**config.mk**
```make
export PLATFORM = sky130hd
export DESIGN_NAME = arsl_ram
export DESIGN_NICKNAME = d
export VERILOG_FILES = /design/src/sv/address_range_to_slot_lookup_top_macros.svh /design/src/sv/arsl_ram.sv
export SDC_FILE = /design/constraint.sdc
export NUM_CORES = 1
export LEC_CHECK = 0
export ABC_AREA = 1
export BUFFER_PORTS_ARGS = -buffer_cell sky130_fd_sc_hd__buf_2
export CAP_MARGIN = 20
export CORE_MARGIN = 2
export CORE_UTILIZATION = 50
export CTS_BUF_LIST = sky130_fd_sc_hd__clkbuf_16
export CTS_CLUSTER_DIAMETER = 120
export DETAILED_ROUTE_END_ITERATION = 10
export PLACE_DENSITY_LB_ADDON = 0.1
export SLEW_MARGIN = 20
export SYNTH_ARGS = -nofsm -noshare
export SYNTH_HDL_FRONTEND = slang
export SYNTH_SLANG_ARGS = --single-unit
```
**constraint.sdc**
```tcl
create_clock -name clk -period 1.36 [get_ports clk]
set_input_delay 0.136 -clock clk [delete_from_list [all_inputs] [get_ports clk]]
set_output_delay 0.136 -clock clk [all_outputs]
set_load 0.03 [all_outputs]
```
**src/sv/address_range_to_slot_lookup_top_macros.svh**
```systemverilog
// Assertion macros shared by the address range lookup RTL.
`ifndef ADDRESS_RANGE_TO_SLOT_LOOKUP_TOP_MACROS_SVH
`define ADDRESS_RANGE_TO_SLOT_LOOKUP_TOP_MACROS_SVH

// Checks that a property holds at every clock edge outside reset.
`define ARSL_ASSERT(label, prop, msg) \
  label: assert property (@(posedge clk) disable iff (!rst_n) (prop)) else $error(msg);

// Checks that a condition implies a consequence in the same cycle.
`define ARSL_ASSERT_IMPL(label, ante, cons, msg) \
  label: assert property (@(posedge clk) disable iff (!rst_n) (ante) |-> (cons)) \
    else $error(msg);

// Checks that a condition implies a consequence in the next cycle.
`define ARSL_ASSERT_NEXT(label, ante, cons, msg) \
  label: assert property (@(posedge clk) disable iff (!rst_n) (ante) |=> (cons)) \
    else $error(msg);

`endif

```
**src/sv/arsl_ram.sv**
```systemverilog
// ----------------------------------------------------------------------------
// Address range lookup RAM
// Generic single-write, single-read memory with a registered read port.
// ----------------------------------------------------------------------------
module arsl_ram #(
  parameter int WIDTH = 8,
  parameter int DEPTH = 16
) (
  input  logic                     clk,
  input  logic                     wr_en,
  input  logic [$clog2(DEPTH)-1:0] wr_addr,
  input  logic [WIDTH-1:0]         wr_data,
  input  logic                     rd_en,
  input  logic [$clog2(DEPTH)-1:0] rd_addr,
  output logic [WIDTH-1:0]         rd_data
);

  logic [WIDTH-1:0] mem [DEPTH];
  logic [WIDTH-1:0] rd_data_r;

  // Write port.
  always_ff @(posedge clk) begin
    if (wr_en) begin
      mem[wr_addr] <= wr_data;
    end
  end

  // Registered read port.
  always_ff @(posedge clk) begin
    if (rd_en) begin
      rd_data_r <= mem[rd_addr];
    end
  end

  assign rd_data = rd_data_r;

endmodule

```
# Word level (Yosys, flattened, before mapping)
# Memories as Yosys holds them, arrays and structs flattened. A register that Yosys moved wholly into a read port is not among the register bits.
# Index checks and enable logic that the tools add are counted.
dict set report classes {
  mux 2
}
# operator count
set op_table {}
lappend op_table {{1-bit 2-to-1 mux} 2}
dict set report totals {
  register_bits 0
  mem_bits_rw 128
  input_bits 19
  out_inout_bits 8
  wordCells 3
  mem_count 1
}
# memory words width read_ports rd_clocked_by_memory_dff write_ports line_no
set mem_list {}
lappend mem_list {mem 16 8 1 1 1 arsl_ram.sv:18} ;# logic [WIDTH-1:0] mem [DEPTH];

# Longest topological paths before layout
# Gate-level depths: netlist (run 1).
dict set report depth {
  depth_word 2
  depth_mapped 8
  ltp_nobuf 7
}

# Worst setup path before layout (run 1)
# No wires, ideal clock.
dict set report synth_path {
  path_kind {input -> register}
  from {input port wr_addr[2]}
  to {memory mem[10][0], enable pin}
  setup_ps 370
  arrival_time_ps 717
  t_required_ps 990
  slack_ps 273
  path_stages 2
  n_path_buf 0
  cell_sequence {nand3b_1 > nor2_1}
}
# item line_no
set synth_lines {}
lappend synth_lines {{start: declaration} arsl_ram.sv:11} ;# input logic [$clog2(DEPTH)-1:0] wr_addr,
lappend synth_lines {{end: declaration} arsl_ram.sv:18}
# Straight into the memory's write port.

# Final worst setup path (run 1)
dict set report layout_path {
  from {register rd_data_r[5] (netlist: rd_data[5]) (read register of mem)}
  to {output port rd_data[5]}
}
# item line_no
set layout_lines {}
lappend layout_lines {{start: declaration} arsl_ram.sv:19} ;# logic [WIDTH-1:0] rd_data_r;
lappend layout_lines {{end: declaration} arsl_ram.sv:15} ;# output logic [WIDTH-1:0] rd_data
# No word-level cell between the ends.

==> results of run 1 <==
==> flip-flops by register name, summed over array words and instances, names as in the netlist <==
signal,flops
rd_data,8
mem,128
==> layout make-up <==
type	count	area [µm²]
clock inverters	13	77.57
well taps	143	178.9
multi-input cells	289	1214
flip-flops and latches	136	4084
inverters	102	382.9
repair buffers	53	357.8
fillers	991	4698
clock buffers	17	425.4
==> power by group through the flow <==
stage / Combinational (mW) / Sequential, mW / Clock [mW]
final: 0.617 / 4.75 / 3.95
after global routing: 0.683 / 4.76 / 4.19
after global placement: 0.618 / 4.84 / 0
after floorplan: 0.331 / 4.87 / 0
after detailed placement: 0.621 / 4.84 / 0
after CTS: 0.624 / 4.76 / 4.01
==> cells in the mapped netlist <==
cell type / count
nand3_1: 97
nand2_1: 173
buf_6: 6
nor2_1: 17
nand3b_1: 2
buf_1: 1
inv_1: 100
edfxtp_1: 136
buf_4: 4
inv_2: 2
buf_2: 13
==> cells by family (layout without fill, tap and decap cells) <==
logic type,count (synthesis),count (layout),share of synthesized area [%]
buf+inv,126,185,9.394
flops,136,136,69.85
simple gates,289,289,20.76
==> metrics by stage <==
step | cell area (µm²) | hold WS, ps | TNS, ps | instances | setup WS [ps]
after floorplan | 5847 | 234.9 | 0 | 551 | 273.2
after global placement | 6217 | 511.5 | -4.557 | 723 | -4.557
after detailed placement | 6217 | 509.9 | 0 | 723 | 0.3721
after CTS | 6720 | 72.23 | 0 | 753 | 148.6
after global routing | 6720 | 76.43 | 0 | 753 | 133.7
final | 6720 | 89.42 | 0 | 753 | 156.3
==> layer usage <==
metal / vias up / routed length [µm] / track usage (%)
li1: 1872 / - / -
met1: 1779 / 5902 / 31.82
met2: 129 / 6161 / 33.37
met3: 20 / 732 / 5.508
met4: 0 / 241 / 7.805
met5: - / 0 / 0
==> final timing paths <==
check / startpoint / to / slack [ps] / cells past startpoint
max: rd_data[5] / rd_data[5] / 160 / 1
max reg2reg: mem[7][6] / rd_data[6] / 160 / 6
min reg2reg: mem[10][7] / rd_data[7] / 740 / 6
min: rd_en / rd_data[7] / 90 / 1
==> metrics, run 1 <==
initial DRC count=356; fin crit share=88.51%; fin nets=618; Synth-to-Final Area Change=14.94%; Mapped Nets=570; Tot Pwr=9.324 mW; Final Hold Violating Endpoints=0; startpoint class of the critical path=flip-flop; post-CTS setup buffers=0; GRT overflow=0; synthesized area=5847 µm²; Worst VDD drop=1294 µV; post-synthesis cell type count=11; fin crit period=1204 ps; dominant cells by area after synthesis=edfxtp_1, nand2_1, nand3_1; Worst Tran Pin Value=606.2 ps; IO Pins=27; Slew Viols, Final=0; Port Buffers=26; initial antenna violation count=0; die area=12570 µm²; switching pwr=2.012 mW; dpl hpwl=8346 µm; layout cells sized above 1=12.30%; commonest non-fill, non-tap cell in the layout=nand2_1; Longest Clk Path Bufs=2; TritonCTS Buffers=17; max_cap viols=0; drt via density=5.046; Synth area leader=edfxtp_1; CP Capture Type=output port; core area=11420 µm²; CP delay by family, top=flip-flops; worst-path fanout max=1; final core utilization=58.85%; Mapped Cells=551; Sequential Power Share=51.0%; RSZ-0062 raised after global routing=no; FMAX=0.8308 GHz; post-DR wirelength/cell=17.31 µm; clk_skew=4.857 ps; synthesized area per cell=10.61 µm²; crit-path max cell delay=440 ps; final wirelength=13040 µm; Routed Antenna Nets=0; via count=3800; PwrDens=1387 nW/µm²; Net Sw Frac=21.58%; clock sinks=136; Cell Chain, Critical Path=buf_2; post-synthesis sequential area ratio=69.85%; WP buf/inv=1; clk_lat worst skew=420 ps; most frequent cells in the layout=nand2_1, edfxtp_1, inv_1; H-tree levels=4; CTS Hold Buffers Added=0; internal power component=7.312 mW; antenna fix cells=0; share of the synthesized area in the top cell type=69.85%; Critical Path RT=1220 ps; Gate power share=6.6%; Worst-path clk slew=50 ps; DRC=0; static leakage=2.948 nW; vias in the first global route=3646; clock network fraction of total power=42.4%; Arrival @ worst endpoint=1070 ps; Worst Hold Class=primary input to flip-flop; cts repair resizes=0; kind of critical path=flip-flop to output port; global-route wire length before repair=20320 µm; First-pass DRT Iterations=5; clk root buf=clkbuf_16; Synth Warn #=0; final-report setup violation count=0; CTS tree=yes; initial core utilization=51.21%; largest net degree at the start of global routing=33; slowest cell on the critical path=edfxtp_1; Routability Congestion=0.7916; FF+latch count, synth=136; die width=112.1 µm; outcome=completed; Total GRT Usage=22.18%; Worst slew margin=59.53%; chip height=112.1 µm; FP Rows=39
(Power assumes the default switching activity.)
==> run 2, diff against run 1 <==
ABC_AREA = default   (was 1)
==> run 2 against run 1 <==
  * The run now ends with setup timing left
  * Critical path type is now flip-flop to flip-flop
  * Core utilization up 2.8 points
  * Worst setup slack worse by 300 ps
  * Sequential power about the same
  * Sequential cell count unchanged
  * Global-route usage down 1.8 points
  * Register-to-register slack worse by 300 ps
  * Via count down 35%
  * Final area down 6.2%
  * Synthesized cell count down 58%
  * Worst hold slack better by 28 ps
==> metrics, run 2 <==
outcome=finished with violations (was completed); violations in the final reports=setup timing; post-DR wirelength/cell=23.32 µm (was 17.31 µm); Synth Warn #=0 (unchanged); global-route wire length before repair=15670 µm (was 20320 µm); synthesized area=5228 µm² (was 5847 µm²); die width=106.3 µm (was 112.1 µm); Storage cell area=4084 µm² (unchanged); Total GRT Usage=20.35% (was 22.18%); largest net degree at the start of global routing=18 (was 33); GRT overflow=0 (unchanged); PwrDens=1525 nW/µm² (was 1387 nW/µm²); Post-synth EDFFs=136 (unchanged); Slew Viols, Final=0 (unchanged); IO Pins=27 (unchanged); static leakage=2.141 nW (was 2.948 nW); internal power component=7.762 mW (was 7.312 mW); drt via density=5.593 (was 5.046); post-synthesis sequential area ratio=78.12% (was 69.85%); initial core utilization=51.09% (was 51.21%); initial antenna violation count=0 (unchanged); CP delay by family, top=multiplexers (was flip-flops); most frequent cells in the layout=edfxtp_1, buf_4, mux4_2 (was nand2_1, edfxtp_1, inv_1); layout cells sized above 1=39.16% (was 12.30%); share of the synthesized area in the top cell type=78.12% (was 69.85%); commonest non-fill, non-tap cell in the layout=edfxtp_1 (was nand2_1); dpl hpwl=6805 µm (was 8346 µm); CP Capture Type=flip-flop (was output port); fin crit period=1503 ps (was 1204 ps); fin nets=316 (was 618); final core utilization=61.62% (was 58.85%); pre-CTS setup slack=-316.2 ps (was 0.3721 ps); initial DRC count=166 (was 356); Port Buffers=26 (unchanged); Worst Tran Pin Value=984.5 ps (was 606.2 ps); RSZ-0062 raised after global routing=yes (was no); Worst Hold Class=primary input to flip-flop (unchanged); commonest cells in the netlist=edfxtp_1, mux4_2, a22oi_1, mux4_1, nor2_1 (was nand2_1, edfxtp_1, inv_1, nand3_1, nor2_1); multi-input logic area=1057 µm² (was 1214 µm²); max FFs per register=128 (unchanged); synthesized area per cell=22.83 µm² (was 10.61 µm²); Mapped Cells=229 (was 551); Worst-path clk slew=50 ps (about the same); startpoint class of the critical path=flip-flop (unchanged); chip height=106.3 µm (was 112.1 µm); filler instances=741 (was 991); switching pwr=1.855 mW (was 2.012 mW); Longest Clk Path Bufs=2 (unchanged); Cell Chain, Critical Path=mux4_2, a22oi_2, buf_4, nand2_2 (was buf_2); Final Hold Violating Endpoints=0 (unchanged); clk_lat worst skew=400 ps (was 420 ps); CTS tree=yes (unchanged); Net Sw Frac=19.29% (was 21.58%); Synth-to-Final Area Change=20.61% (was 14.94%); WP buf/inv=1 (unchanged); Primary FF master, synth=edfxtp_1 (unchanged); Worst VDD drop=850.4 µV (was 1294 µV); fin crit share=110.5% (was 88.51%); Routability Congestion=0.7448 (was 0.7916); Sequential Power Share=49.4% (was 51.0%); FMAX=0.6653 GHz (was 0.8308 GHz); final wirelength=10380 µm (was 13040 µm); Arrival @ worst endpoint=1660 ps (was 1070 ps); Critical Path RT=1520 ps (was 1220 ps); DRC=0 (unchanged); FP Rows=37 (was 39); worst-path fanout max=1 (unchanged); dominant cells by area after synthesis=edfxtp_1, mux4_2, mux4_1 (was edfxtp_1, nand2_1, nand3_1); top-count cell post-synth=edfxtp_1 (was nand2_1); Tot Pwr=9.618 mW (was 9.324 mW); First-pass DRT Iterations=4 (was 5); antenna fix cells=0 (unchanged); FF+latch count, synth=136 (unchanged); clock network fraction of total power=45.1% (was 42.4%); Worst slew margin=34.13% (was 59.53%); final-report setup violation count=8 (was 0); TritonCTS Buffers=17 (unchanged); Final WS setup=-143.0 ps (was 156.3 ps); die area=11290 µm² (was 12570 µm²); kind of critical path=flip-flop to flip-flop (was flip-flop to output port); post-CTS setup buffers=0 (unchanged); asr flop ratio synth=0% (unchanged); vias in the first global route=2636 (was 3646); via count=2489 (was 3800); Synth area leader=edfxtp_1 (unchanged); Gate power share=5.5% (was 6.6%); max_cap viols=0 (unchanged); clock sinks=136 (unchanged); Routed Antenna Nets=0 (unchanged); post-synthesis cell type count=18 (was 11); slowest cell on the critical path=mux4_2 (was edfxtp_1); clk root buf=clkbuf_16 (unchanged); crit-path max cell delay=500 ps (was 440 ps); Mapped Nets=248 (was 570); H-tree levels=4 (unchanged); core area=10230 µm² (was 11420 µm²); largest reg by FF count=mem (unchanged); clk_skew=8.727 ps (was 4.857 ps); CTS Hold Buffers Added=0 (unchanged)
run 2: cell count changes after synthesis, moves of 4 or more:
cell     before  now
a22oi_1       0   16
buf_2        13    3
inv_1       100    0
mux4_1        0   14
mux4_2        0   18
nand2_1     173    9
nand3_1      97    1
nor2_1       17   13
nor3_1        0    4
run 2: kinds of logic (layout without fill, tap and decap cells):
logic type	count (synthesis)	after routing	synth area share [%]
buffers and inverters	10	90	1.651
muxes	32	32	14.79
AOI/OAI and AO/OA	16	16	2.298
and+or+nand+nor	35	35	3.136
DFF	136	136	78.12
run 2: path summary, 6_finish.rpt:
check | startpoint | to | slack, ps | depth (start not counted)
worst min-delay path | wr_data[4] | mem[9][4] | 120 | 1
worst max register to register | mem[3][6] | rd_data[6] | -140 | 4
worst min register to register | mem[14][0] | rd_data[0] | 750 | 3
worst max-delay path | mem[3][6] | rd_data[6] | -140 | 4
run 2: area by class of cell:
cell class	count	area share, %
clock inverter	14	2.223
clock buffer	17	6.747
multi-input combinational	83	16.77
tap	136	2.699
timing repair buffer	59	6.787
sequential	136	64.77
run 2: power by group through the flow:
stage	combinational (mW)	clock [mW]	sequential, mW
detailed placement	0.516	0	4.84
global route	0.566	4.59	4.76
CTS	0.529	4.40	4.76
global placement	0.512	0	4.84
finish	0.526	4.34	4.75
floorplan	0.247	0	4.87
run 2: through the flow:
stage	setup TNS (ps)	std cells	cell area, µm²	hold WS, ps
detailed placement	-3350	414	5718	534.0
CTS	-574.6	445	6294	105.9
global route	-811.2	445	6305	102.5
finish	-427.3	445	6305	117.1
global placement	-3083	414	5718	531.3
floorplan	-1375	229	5218	234.9
run 2: metal layers:
metal  track usage, %  part of all wire (%)  routed length, µm  up-vias
li1                 -                     -                  -     1110
met3            5.212                   4.9                509        4
met4            7.049                  0.61                 63        0
met2            31.09                    49               5060       64
met5                0                     0                  0        -
met1            28.95                    46               4743     1311
run 2: timing repair:
item                       CTS  global route
resized for setup            6             4
hold endpoints to repair     0             0
setup endpoints to repair    8             8
pin swaps                    2             1
gates cloned                 0             0
